<file path="src/hdl/brfo_pkg.sv">
package brfo_pkg;

    // Sizes
    localparam int STORE_DEPTH_DEF = 256;
    localparam int MAX_CHUNK       = 8;
    localparam int CAP_W           = 9;
    localparam int LEN_W           = 4;
    localparam int DATA_W          = 64;
    localparam int APB_AW          = 3;
    localparam int APB_DW          = 32;

    localparam logic [CAP_W-1:0] CAP_RESET = 9'd256;

    // Operation codes
    localparam logic [1:0] KIND_PUSH = 2'd0;
    localparam logic [1:0] KIND_POP  = 2'd1;
    localparam logic [1:0] KIND_PEEK = 2'd2;

    // Status codes
    localparam logic [1:0] STATUS_OK       = 2'd0;
    localparam logic [1:0] STATUS_NO_SPACE = 2'd1;
    localparam logic [1:0] STATUS_NO_DATA  = 2'd2;
    localparam logic [1:0] STATUS_BAD_LEN  = 2'd3;

    // Register indexes
    localparam logic [0:0] REG_MODE = 1'b0;
    localparam logic [0:0] REG_CAP  = 1'b1;

    typedef struct packed {
        logic [1:0]        kind;
        logic [LEN_W-1:0]  length;
        logic [DATA_W-1:0] data_in;
    } t_req;

    typedef struct packed {
        logic [1:0]        status;
        logic [DATA_W-1:0] data_out;
        logic [CAP_W-1:0]  used_bytes;
        logic [CAP_W-1:0]  free_bytes;
        logic              is_empty;
        logic              is_full;
    } t_rsp;

    typedef struct packed {
        logic             overwrite_mode;
        logic [CAP_W-1:0] capacity;
        logic             clear;
    } t_cfg;

    typedef enum logic [3:0] {
        S_IDLE  = 4'b0001,
        S_WRITE = 4'b0010,
        S_READ  = 4'b0100,
        S_DONE  = 4'b1000
    } t_state;

endpackage

</file>
<file path="src/hdl/brfo_ram.sv">
module brfo_ram #(
    parameter int WIDTH = 8,
    parameter int DEPTH = 256
) (
    input  logic                     i_clk,
    input  logic                     i_we,
    input  logic [$clog2(DEPTH)-1:0] i_addr,
    input  logic [WIDTH-1:0]         i_wdata,
    output logic [WIDTH-1:0]         o_rdata
);

    logic [WIDTH-1:0] r_mem [DEPTH];
    logic [WIDTH-1:0] r_rdata;

    // Write on enable, register the read data
    always_ff @(posedge i_clk) begin
        if (i_we) begin
            r_mem[i_addr] <= i_wdata;
        end
        r_rdata <= r_mem[i_addr];
    end

    assign o_rdata = r_rdata;

endmodule

</file>
<file path="src/hdl/brfo_regs.sv">
module brfo_regs (
    input  logic                          i_clk,
    input  logic                          i_rst_n,
    input  logic                          psel,
    input  logic                          penable,
    input  logic                          pwrite,
    input  logic [brfo_pkg::APB_AW-1:0]   paddr,
    input  logic [brfo_pkg::APB_DW-1:0]   pwdata,
    output logic [brfo_pkg::APB_DW-1:0]   prdata,
    output logic                          pready,
    output brfo_pkg::t_cfg                o_cfg
);
    import brfo_pkg::*;

    logic             r_mode;
    logic [CAP_W-1:0] r_cap;
    logic             w_wr;
    logic [0:0]       w_idx;

    assign pready = 1'b1;
    assign w_wr   = psel && penable && pwrite;
    assign w_idx  = paddr[APB_AW-1:2];

    // Store register writes
    always_ff @(posedge i_clk) begin
        if (!i_rst_n) begin
            r_mode <= 1'b0;
            r_cap  <= CAP_RESET;
        end else if (w_wr) begin
            case (w_idx)
                REG_MODE: r_mode <= pwdata[0];
                REG_CAP:  r_cap  <= pwdata[CAP_W-1:0];
                default:  ;
            endcase
        end
    end

    // Return register contents on read
    always_comb begin
        case (w_idx)
            REG_MODE: prdata = APB_DW'(r_mode);
            REG_CAP:  prdata = APB_DW'(r_cap);
            default:  prdata = '0;
        endcase
    end

    // Any register write raises clear, which empties the buffer if the engine is idle
    assign o_cfg.overwrite_mode = r_mode;
    assign o_cfg.capacity       = r_cap;
    assign o_cfg.clear          = w_wr;

endmodule

</file>
<file path="src/hdl/brfo_engine.sv">
module brfo_engine #(
    parameter int STORE_DEPTH = brfo_pkg::STORE_DEPTH_DEF
) (
    input  logic           i_clk,
    input  logic           i_rst_n,
    input  brfo_pkg::t_cfg i_cfg,
    input  logic           i_in_valid,
    output logic           o_in_ready,
    input  brfo_pkg::t_req i_in_req,
    output logic           o_out_valid,
    input  logic           i_out_ready,
    output brfo_pkg::t_rsp o_out_rsp
);
    import brfo_pkg::*;

    localparam int AW = $clog2(STORE_DEPTH);
    localparam int PW = (AW < CAP_W) ? AW : CAP_W;

    t_state            r_state, n_state;
    logic [PW-1:0]     r_rd_ptr, r_wr_ptr, r_ptr;
    logic [CAP_W-1:0]  r_fill, r_new_fill;
    logic [LEN_W-1:0]  r_len, r_cnt, r_pos;
    logic              r_rvalid;
    logic [DATA_W-1:0] r_din, r_data;
    logic [1:0]        r_status;
    logic              r_commit_wr, r_commit_rd, r_ring_over;
    logic              r_out_valid;
    t_rsp              r_out;

    logic [CAP_W-1:0]  w_cap;
    logic [CAP_W:0]    w_sum;
    logic [CAP_W-1:0]  w_room;
    logic              w_len_ok, w_accept, w_issue, w_we, w_load, w_last;
    logic [1:0]        w_status;
    logic [CAP_W-1:0]  w_new_fill;
    logic              w_commit_wr, w_commit_rd, w_ring_over;
    logic [PW:0]       w_ptr_inc;
    logic [PW-1:0]     w_ptr_next;
    logic [7:0]        w_rdata, w_wbyte;
    logic [AW-1:0]     w_addr;

    // Clamp the capacity to the storage; a capacity of zero counts as one
    always_comb begin
        if (i_cfg.capacity == '0) begin
            w_cap = CAP_W'(1);
        end else if (32'(i_cfg.capacity) > STORE_DEPTH) begin
            w_cap = CAP_W'(STORE_DEPTH);
        end else begin
            w_cap = i_cfg.capacity;
        end
    end

    assign o_in_ready = (r_state == S_IDLE);
    assign w_accept   = i_in_valid && o_in_ready;
    assign w_len_ok   = (i_in_req.length != '0) && (i_in_req.length <= LEN_W'(MAX_CHUNK));
    assign w_sum      = {1'b0, r_fill} + (CAP_W+1)'(i_in_req.length);
    assign w_room     = w_cap - r_fill;

    // Decode the request against the current fill level
    always_comb begin
        w_status    = STATUS_OK;
        w_new_fill  = r_fill;
        w_commit_wr = 1'b0;
        w_commit_rd = 1'b0;
        w_ring_over = 1'b0;
        n_state     = S_DONE;
        if (i_in_req.kind == KIND_PUSH || i_in_req.kind == KIND_POP
                || i_in_req.kind == KIND_PEEK) begin
            if (!w_len_ok) begin
                w_status = STATUS_BAD_LEN;
            end else begin
                case (i_in_req.kind)
                    KIND_PUSH: begin
                        if (i_cfg.overwrite_mode
                                ? ((CAP_W+1)'(i_in_req.length) > {1'b0, w_cap})
                                : (CAP_W'(i_in_req.length) > w_room)) begin
                            w_status = STATUS_NO_SPACE;
                        end else begin
                            w_commit_wr = 1'b1;
                            n_state     = S_WRITE;
                            if (i_cfg.overwrite_mode && (w_sum > {1'b0, w_cap})) begin
                                w_ring_over = 1'b1;
                                w_new_fill  = w_cap;
                            end else begin
                                w_new_fill = w_sum[CAP_W-1:0];
                            end
                        end
                    end
                    KIND_POP, KIND_PEEK: begin
                        if (r_fill < CAP_W'(i_in_req.length)) begin
                            w_status = STATUS_NO_DATA;
                        end else begin
                            n_state = S_READ;
                            if (i_in_req.kind == KIND_POP) begin
                                w_commit_rd = 1'b1;
                                w_new_fill  = r_fill - CAP_W'(i_in_req.length);
                            end
                        end
                    end
                    default: ;
                endcase
            end
        end
    end

    // Step the byte pointer, wrapping at the capacity
    assign w_ptr_inc  = {1'b0, r_ptr} + (PW+1)'(1);
    assign w_ptr_next = ((CAP_W+1)'(w_ptr_inc) >= {1'b0, w_cap}) ? '0 : w_ptr_inc[PW-1:0];

    assign w_we    = (r_state == S_WRITE);
    assign w_issue = (r_state == S_READ) && (r_cnt != r_len);
    assign w_addr  = AW'(r_ptr);
    assign w_wbyte = r_din[8*r_cnt[2:0] +: 8];
    assign w_last  = (r_cnt == r_len - LEN_W'(1));
    assign w_load  = (r_state == S_DONE) && (!r_out_valid || i_out_ready);

    brfo_ram #(
        .WIDTH (8),
        .DEPTH (STORE_DEPTH)
    ) u_store (
        .i_clk   (i_clk),
        .i_we    (w_we),
        .i_addr  (w_addr),
        .i_wdata (w_wbyte),
        .o_rdata (w_rdata)
    );

    // Sequencer and buffer pointers
    always_ff @(posedge i_clk) begin
        if (!i_rst_n) begin
            r_state     <= S_IDLE;
            r_rd_ptr    <= '0;
            r_wr_ptr    <= '0;
            r_fill      <= '0;
            r_rvalid    <= 1'b0;
            r_out_valid <= 1'b0;
        end else begin
            r_rvalid <= w_issue;
            case (r_state)
                S_IDLE: begin
                    if (i_cfg.clear) begin
                        r_rd_ptr <= '0;
                        r_wr_ptr <= '0;
                        r_fill   <= '0;
                    end else if (w_accept) begin
                        r_state <= n_state;
                    end
                end
                S_WRITE: begin
                    if (w_last) begin
                        r_state <= S_DONE;
                    end
                end
                S_READ: begin
                    if (r_rvalid && (r_pos == r_len - LEN_W'(1))) begin
                        r_state <= S_DONE;
                    end
                end
                S_DONE: begin
                    if (w_load) begin
                        r_state <= S_IDLE;
                        r_fill  <= r_new_fill;
                        if (r_commit_wr) begin
                            r_wr_ptr <= r_ptr;
                        end
                        if (r_commit_rd || r_ring_over) begin
                            r_rd_ptr <= r_ptr;
                        end
                    end
                end
                default: r_state <= S_IDLE;
            endcase
            // Hold the result until the receiver takes it
            if (w_load) begin
                r_out_valid <= 1'b1;
            end else if (i_out_ready) begin
                r_out_valid <= 1'b0;
            end
        end
    end

    // Request working registers and byte gathering
    always_ff @(posedge i_clk) begin
        if (w_accept) begin
            r_len       <= i_in_req.length;
            r_din       <= i_in_req.data_in;
            r_status    <= w_status;
            r_new_fill  <= w_new_fill;
            r_commit_wr <= w_commit_wr;
            r_commit_rd <= w_commit_rd;
            r_ring_over <= w_ring_over;
            r_ptr       <= (i_in_req.kind == KIND_PUSH) ? r_wr_ptr : r_rd_ptr;
            r_cnt       <= '0;
            r_pos       <= '0;
            r_data      <= '0;
        end else begin
            if (w_we || w_issue) begin
                r_ptr <= w_ptr_next;
                r_cnt <= r_cnt + LEN_W'(1);
            end
            if (r_rvalid) begin
                r_data[8*r_pos[2:0] +: 8] <= w_rdata;
                r_pos                     <= r_pos + LEN_W'(1);
            end
        end
    end

    // Build the result
    always_ff @(posedge i_clk) begin
        if (w_load) begin
            r_out.status     <= r_status;
            r_out.data_out   <= r_data;
            r_out.used_bytes <= r_new_fill;
            r_out.free_bytes <= w_cap - r_new_fill;
            r_out.is_empty   <= (r_new_fill == '0);
            r_out.is_full    <= (r_new_fill == w_cap);
        end
    end

    assign o_out_valid = r_out_valid;
    assign o_out_rsp   = r_out;

endmodule

</file>
<file path="src/hdl/byte_ring_fifo_overwrite.sv">
// Circular byte buffer with FIFO and overwrite (ring) modes.
// Request channel: i_in_valid / o_in_ready carry a push, pop or peek of
// 1 to 8 bytes packed in i_in_req. Result channel: o_out_valid /
// i_out_ready return one result per request with status, data and fill.
// Configuration: APB-style port, mode at 0x0, capacity at 0x4; any write
// empties the buffer. Write registers only while no request is in flight.
// Timing: the byte store is a single-port RAM that moves one byte per
// cycle, so once a request is taken a push writes its bytes in turn and
// a pop or peek reads them, gathering the registered RAM read data.
// A rejected request goes straight to the done state and does not touch
// the store. The result is loaded into the output register once that
// register is free, and the engine returns to idle with that load.
// A new request is taken as soon as the engine is idle, even while the
// last result waits in the output register for i_out_ready. A stalled
// receiver holds that result and stops the next one from loading.
// Reset: buffer empty, FIFO mode, capacity 256. Store contents are not
// cleared; only bytes written since the last emptying are ever read.
module byte_ring_fifo_overwrite #(
    parameter int STORE_DEPTH = brfo_pkg::STORE_DEPTH_DEF
) (
    input  logic                        i_clk,
    input  logic                        i_rst_n,
    input  logic                        i_in_valid,
    output logic                        o_in_ready,
    input  brfo_pkg::t_req              i_in_req,
    output logic                        o_out_valid,
    input  logic                        i_out_ready,
    output brfo_pkg::t_rsp              o_out_rsp,
    input  logic                        psel,
    input  logic                        penable,
    input  logic                        pwrite,
    input  logic [brfo_pkg::APB_AW-1:0] paddr,
    input  logic [brfo_pkg::APB_DW-1:0] pwdata,
    output logic [brfo_pkg::APB_DW-1:0] prdata,
    output logic                        pready
);
    import brfo_pkg::*;

    t_cfg w_cfg;

    brfo_regs u_regs (
        .i_clk   (i_clk),
        .i_rst_n (i_rst_n),
        .psel    (psel),
        .penable (penable),
        .pwrite  (pwrite),
        .paddr   (paddr),
        .pwdata  (pwdata),
        .prdata  (prdata),
        .pready  (pready),
        .o_cfg   (w_cfg)
    );

    brfo_engine #(
        .STORE_DEPTH (STORE_DEPTH)
    ) u_engine (
        .i_clk       (i_clk),
        .i_rst_n     (i_rst_n),
        .i_cfg       (w_cfg),
        .i_in_valid  (i_in_valid),
        .o_in_ready  (o_in_ready),
        .i_in_req    (i_in_req),
        .o_out_valid (o_out_valid),
        .i_out_ready (i_out_ready),
        .o_out_rsp   (o_out_rsp)
    );

endmodule

</file>
<file path="config.mk">
export PLATFORM = sky130hd
export DESIGN_NAME = byte_ring_fifo_overwrite
export DESIGN_NICKNAME = d
export VERILOG_FILES = /design/src/hdl/brfo_pkg.sv /design/src/hdl/brfo_ram.sv /design/src/hdl/brfo_regs.sv /design/src/hdl/brfo_engine.sv /design/src/hdl/byte_ring_fifo_overwrite.sv
export SDC_FILE = /design/constraint.sdc
export NUM_CORES = 2
export LEC_CHECK = 0
export BUFFER_PORTS_ARGS = -buffer_cell sky130_fd_sc_hd__buf_2
export CAP_MARGIN = 0
export CORE_UTILIZATION = 40
export CTS_BUF_LIST = sky130_fd_sc_hd__clkbuf_16
export CTS_CLUSTER_SIZE = 8
export DETAILED_ROUTE_END_ITERATION = 12
export PLACE_DENSITY_LB_ADDON = 0.08
export SLEW_MARGIN = 20
export SYNTH_ARGS = -nofsm -noshare
export SYNTH_HDL_FRONTEND = slang
export SYNTH_SLANG_ARGS = --single-unit
export TNS_END_PERCENT = 50
</file>
<file path="constraint.sdc">
create_clock -name i_clk -period 6.6 [get_ports i_clk]
set_input_delay 0.66 -clock i_clk [delete_from_list [all_inputs] [get_ports i_clk]]
set_output_delay 0.66 -clock i_clk [all_outputs]
set_load 0.1 [all_outputs]
</file>
======== Word-level counts from Yosys, hierarchy flattened ========
Memories as Yosys holds them, arrays and structs flattened. A register that Yosys moved wholly into a read port is not among the register bits.
Cells that the tools add are included.
cells by class
  muxes and demuxes ....................... 48
  add/sub/neg operators ................... 9
  eq/ne operators ......................... 18
  reduce and logical (&&, ||, !) cells .... 31
  shift operators ......................... 3
  bitwise gates (word level) .............. 5
  order comparisons ....................... 7
operators by type and width
  operator                                                number
  two-way mux 9 bit                                       10
  two-way mux 8 bit                                       9
  bitwise mux 64 bit                                      1
  case mux 32 bit (2 select lines)                        1
  variable shift 8 x 34 -> 64 bit (first input constant)  1
  variable part select 64 x 7 -> 8 bit                    1
  variable part select 8 x 34 -> 64 bit                   1
  two-way mux 4 bit                                       9
  case mux 9 bit (2 select lines)                         2
  negation 6 -> 34 bit                                    1
  case mux 8 bit (2 select lines)                         2
  > comparator 4 x 9 -> 1 bit                             2
  zero test 9 bit                                         2
  subtractor 9 bit                                        2
  case mux 4 bit (4 select lines)                         1
  inequality test 2 bit (second input constant)           6
  adder 9 x 4 -> 10 bit                                   1
  > comparator 10 x 9 -> 1 bit                            1
  adder 8 x 1 -> 9 bit (second input constant)            1
  equality test 9 bit                                     1
  greater-or-equal comparator 9 bit                       1
  > comparator 9 bit (second input constant)              1
  less-than comparator 9 x 4 -> 1 bit                     1
  two-way mux 1 bit                                       9
  29 further kinds                                        54
word-level totals
  RAM bits ................................ 2048
  output and inout port bits .............. 121
  memories ................................ 1
  flip-flop bits (word level) ............. 289
  input port bits ......................... 112
  word-level logic and storage cells ...... 147
memory list
  name                    depth  width  read ports  clocked after memory_dff  wr ports  line            source
  u_engine.u_store.r_mem  256    8      1           1                         1         brfo_ram.sv:12  logic [WIDTH-1:0] r_mem [DEPTH];

======== Longest topological paths before layout ========
  depth after elaboration ................. 13
  gate-level depth with buffers ........... 17
  depth with buffers taken out ............ 15

======== Hierarchy ========
Synthesis repeated with hierarchy kept, for this count alone.
unflattened totals
  cell total of the unflattened synthesis .. 4705
  area, all modules ....................... 91833.1 µm²
by module, submodules not included
  module       cells an instance  sequential area each (µm²)  area each (µm²)  times used
  brfo_ram     3547               61659.1                     78492.8          1
  brfo_engine  1075               7347.0                      12624.6          1
  brfo_regs    83                 200.2                       715.7            1

======== Least setup slack after synthesis ========
Ideal clock, no wire load.
  path type ............................... reg-to-reg
  from .................................... register u_engine.r_state[1]
  to ...................................... register u_engine.r_rd_ptr[7]
  buffers on the path ..................... 1
  library setup time ...................... 76 ps
  stages on the path, launching flop included .. 8
  path slack .............................. -77 ps
  arrival time ............................ 6601 ps
  data required time ...................... 6524 ps
  clock period less this slack ............ 6677 ps
  cell sequence ........................... dfxtp_1 -> clkbuf_1 -> nor4b_1 -> nor2b_1 -> a21oi_1 -> a21oi_1 -> nand3_1 -> a21boi_0
on the way
  word-level cells in the longest chain between the ends .. 4
  elaborated cells between the ends (all ways) .. 9
  classes of those cells .................. eq/ne: 5; mux: 1; reduce/logical: 3
RTL lines
  what                                      line                source
  start, declared                           brfo_engine.sv:19   t_state r_state, n_state;
  start signal, assigned                    brfo_engine.sv:146  r_state <= n_state;
  equality test 4 bit                       brfo_engine.sv:115  assign w_load = (r_state == S_DONE) && (!r_out_valid || i_out_ready);
  logical AND 1 bit                         brfo_engine.sv:115
  net u_engine.w_load                       brfo_engine.sv:33   logic w_len_ok, w_accept, w_issue, w_we, w_load, w_last;
  inequality test 2 x 1 -> 1 bit (no line)  --
  AND reduction 4 bit (no line)             --
  end signal, assigned                      brfo_engine.sv:167  r_rd_ptr <= r_ptr;
  end, declared                             brfo_engine.sv:20   logic [PW-1:0] r_rd_ptr, r_wr_ptr, r_ptr;
The timed path passes the listed nets, and every way through them passes these cells.
A chain may end at the register's enable or synchronous reset.

======== Worst setup path in the final report ========
  from .................................... register u_regs.r_cap[4]
  to ...................................... register u_engine.r_new_fill[3], data pin
on the way
  word-level cells in the longest chain between the ends .. 10
  elaborated cells between the ends (all ways) .. 15
  classes of those cells .................. add/sub: 1; order compare: 4; mux: 8; reduce/logical: 2
RTL lines
  what                                                                     line                                  source
  start, declared                                                          brfo_regs.sv:16                       logic [CAP_W-1:0] r_cap;
  start signal, assigned                                                   brfo_regs.sv:32                       REG_CAP: r_cap <= pwdata[CAP_W-1:0];
  > comparator 9 bit                                                       brfo_engine.sv:46                     end else if (32'(i_cfg.capacity) > STORE_DEPTH) begin
  two-way mux 9 bit                                                        brfo_engine.sv:46
  two-way mux 9 bit (*)                                                    brfo_engine.sv:44                     if (i_cfg.capacity == '0) begin
  subtractor 9 bit / > comparator 10 x 9 -> 1 bit (equally long branches)  brfo_engine.sv:57, brfo_engine.sv:81
  > comparator 4 x 9 -> 1 bit / logical AND 1 bit (equally long branches)  brfo_engine.sv:76, brfo_engine.sv:81
  two-way mux 1 bit / two-way mux 9 bit (equally long branches)            brfo_engine.sv:75, brfo_engine.sv:81
  two-way mux 9 bit (*)                                                    brfo_engine.sv:74                     if (i_cfg.overwrite_mode
  case mux 9 bit (2 select lines) (*)                                      brfo_engine.sv:72                     case (i_in_req.kind)
  two-way mux 9 bit (*)                                                    brfo_engine.sv:69                     if (!w_len_ok) begin
  two-way mux 9 bit (*)                                                    brfo_engine.sv:67                     if (i_in_req.kind == KIND_PUSH || i_in_req.kind == KIND_POP
  net u_engine.w_new_fill[3]                                               brfo_engine.sv:35                     logic [CAP_W-1:0] w_new_fill;
  end signal, assigned                                                     brfo_engine.sv:188                    r_new_fill <= w_new_fill;
  end, declared                                                            brfo_engine.sv:21                     logic [CAP_W-1:0] r_fill, r_new_fill;
The timed path passes the listed nets; every way through them passes the cells marked *.

==> results.cfg <==
[global_route]
grt_usage = 0.209
grt_max_degree = 157
grt_pass1_wl_mm = 351
grt_pass1_vias = 47400
grt-ovfl-total = 0
antenna_found_initial = 7

[routing]
routedWlPerCell_microns = 29.9
ant_nets = 0
drt_iter0_drc = 3994
drt-vias-per-instance = 5.62
drc = 0
routed_wl_mm = 244
first_pass_iters = 6
dr_total_vias = 45900

[floorplanning]
start_util = 0.403
chipHeight_microns = 483
core_area_sq_mm = 0.230
num_rows = 176
die_x_microns = 483
num_io_pins = 233
dieArea_sq_mm = 0.234

[place]
io_buffers = 183
dp_hpwl_mm = 148
gp_congestion = 0.832
pre_cts_ws_ps = 2050

[cells_and_area]
synthToLayoutAreaGrowth_pct = 15.7
fin_nets = 5235
layout_common_cells = edfxtp_1 (2,224), mux4_2 (625), clkbuf_16 (350), nor2_1 (325), buf_2 (183)
multi_input_comb_area_sq_mm = 0.0221
final_common_cell = edfxtp_1
drive_above_1_share = 0.258
fillers = 19100
post-route-util = 0.466
seq_area_sq_mm = 0.0692

[sta]
timing.setup.tns_ps = 0
setup_ws_ps = 2090
fmaxAchievable_mhz = 222
timing.final.crit_period_ps = 4510
hold_viol_final = 0
fin_skew_ps = 50.7
finalMaxSlewViolations = 0
fin_crit_sh = 0.684
finalSetupViolCount = 0
rsz0062_at_grt = no
slew_headroom = 0.242
tightest_slew_ps = 1140

[job]
drv_cap = 0

[power]
ir_drop_mv = 0.220
leakage_nw = 34.4
power_density_mw_per_mm2 = 380
power.total_mw = 40.8

[worst_setup_path]
regToRegStartpoint = u_regs.r_cap[4]
cp.arrival_ps = 5150
path_max_fanout = 15
r2r-end = u_engine.r_new_fill[3]
critPathCaptureType = register
crit_required_ps = 7230
rr_worst_depth = 15
reg2reg_slack_ps = 2090
startpoint = u_regs.r_cap[4]
worstSetupStartpointType = register
path_class = reg2reg

[yosys]
syn_inst = 4614
synth_area_sq_mm = 0.0927
ys_ff_latch = 2345
yosysUniqueCellTypes = 71
ys_warn_count = 0
syn_area_per_cell_sq_um = 20.1
synth-main-ff-cell = edfxtp_1
ys_seq_area_frac = 0.747
synthArstFlopShare = 0
synth_edf_count = 2224

[status]
status = completed

[cts]
ctsRootBufferMaster = clkbuf_16
cts_sinks = 2345
numCtsBuffers = 345
post_cts_resized = 0
htreeDepth = 5
cts_tree = done
clock_latency_ps = 930
clockBufferDepth = 4
clk_pin_slew_ps = 50

[min_path]
hold_start = i_in_req[66]
min_delay_path_depth = 1
hold_end = u_engine.r_len[2]
hold_class = in2reg
critical path, cell delays in order, from the launching register on:
cell,delay (ps)
dfxtp_1,340
nor4_1,420
a21oi_1,130
nor2_1,380
inv_1,200
ha_1,260
fa_1,470
ha_1,290
nor2b_1,130
o21a_1,160
o21a_1,170
o2111ai_1,210
o41ai_2,110
buf_4,200
a221oi_1,540
o221ai_1,190
cell families (layout without fill, tap and decap cells):
kind of cell | Yosys count | count (layout) | share of synthesized area
xor gates and xnor gates | 47 | 47 | 0.00444
buffers and inverters | 346 | 848 | 0.0177
muxes | 718 | 718 | 0.162
adders and majority gates | 67 | 67 | 0.00937
DFF | 2345 | 2345 | 0.747
AOI/OAI and AO/OA | 292 | 292 | 0.0210
and+or+nand+nor | 797 | 797 | 0.0384
other | 2 | 28 | 0.0000810
metrics by stage:
step | std cells | hold WS (ps) | instance area [sq um]
floorplan | 4636 | 400 | 92800
global placement | 7659 | 405 | 97200
detailed placement | 7659 | 409 | 97200
CTS | 8163 | 2.50 | 107000
global route | 8166 | 35.7 | 107000
finish | 8168 | 70.3 | 107000
how the worst max path moves through the flow:
stage | to | slack, ps
detailed placement | u_engine.r_new_fill[3] | 2050
finish | u_engine.r_new_fill[3] | 2090
CTS | u_engine.u_store.o_rdata[0] | 2020
floorplan | u_engine.r_commit_rd | 670
global route | u_engine.r_new_fill[3] | 1860
global placement | u_engine.u_store.o_rdata[7] | 2050
power by group:
part | switching [mW] | internal (mW) | leakage (nW) | total (mW)
sequential | 0.260 | 17.1 | 21.0 | 17.3
clock | 5.98 | 9.37 | 4.75 | 15.3
combinational | 5.00 | 3.12 | 8.67 | 8.12
total | 11.2 | 29.5 | 34.4 | 40.8
layout make-up:
type,count,share of cell area
clock inverters,79,0.00379
well taps,3026,0.0353
diodes,4,0.0000934
inverters,58,0.00205
clock buffers,350,0.0817
flip-flops and latches,2345,0.646
multi-input cells,1945,0.206
repair buffers,361,0.0252
cells in the mapped netlist, drive strengths merged (4+ instances only):
cell type | number | area share
o22ai | 14 | 0.00095
nor3 | 30 | 0.0016
nand4 | 21 | 0.0014
mux4 | 625 | 0.15
xnor2 | 32 | 0.0030
a21boi | 5 | 0.00041
a211o | 7 | 0.00066
clkbuf | 137 | 0.0055
nand2 | 190 | 0.0077
a21oi | 111 | 0.0060
o21a | 9 | 0.00073
a2111oi | 6 | 0.00077
inv | 58 | 0.0023
and3 | 4 | 0.00027
mux2i | 78 | 0.0084
buf | 151 | 0.0098
fa | 4 | 0.00086
and2 | 23 | 0.0016
o211ai | 6 | 0.00049
or4 | 5 | 0.00041
nor4 | 6 | 0.00041
ha | 63 | 0.0085
edfxtp | 2224 | 0.72
nand2b | 16 | 0.0011
or3 | 9 | 0.00061
nor2b | 40 | 0.0028
o32a | 8 | 0.00086
or2 | 9 | 0.00061
a22oi | 24 | 0.0019
nand3 | 109 | 0.0059
a211oi | 9 | 0.00073
xor2 | 15 | 0.0014
o32ai | 4 | 0.00038
mux2 | 15 | 0.0018
o221ai | 8 | 0.00076
a21o | 13 | 0.0011
nor2 | 325 | 0.013
o21ai | 27 | 0.0015
dfxtp | 121 | 0.026
o41ai | 10 | 0.00095
registers in the layout, summed over array words and instances (netlist names), 2 cells and up:
name                      cells
u_engine.u_store.r_mem     2048
u_engine.o_out_rsp           86
u_engine.r_data              64
u_engine.r_din               64
u_engine.r_fill               9
u_engine.r_new_fill           9
u_regs.r_cap                  9
u_engine.r_ptr                8
u_engine.r_rd_ptr             8
u_engine.r_wr_ptr             8
u_engine.u_store.o_rdata      8
u_engine.r_cnt                4
u_engine.r_len                4
u_engine.r_pos                4
u_engine.r_state              4
u_engine.r_status             2
layer usage:
metal  wire (microns)  global-route usage  vias up
met1           108000               0.296    24600
li1                 -                   -    19600
met3            13000              0.0354      318
met4             5040              0.0541        0
met2           118000               0.337     1412
met5                0                   0        -
repair_timing:
action / 4_1_cts / 5_1_grt
setup buffers: 0 / 0
hold buffers: 75 / 0
hold endpoints to repair: 75 / 0
Note: power is estimated with default switching activity, not from simulation.
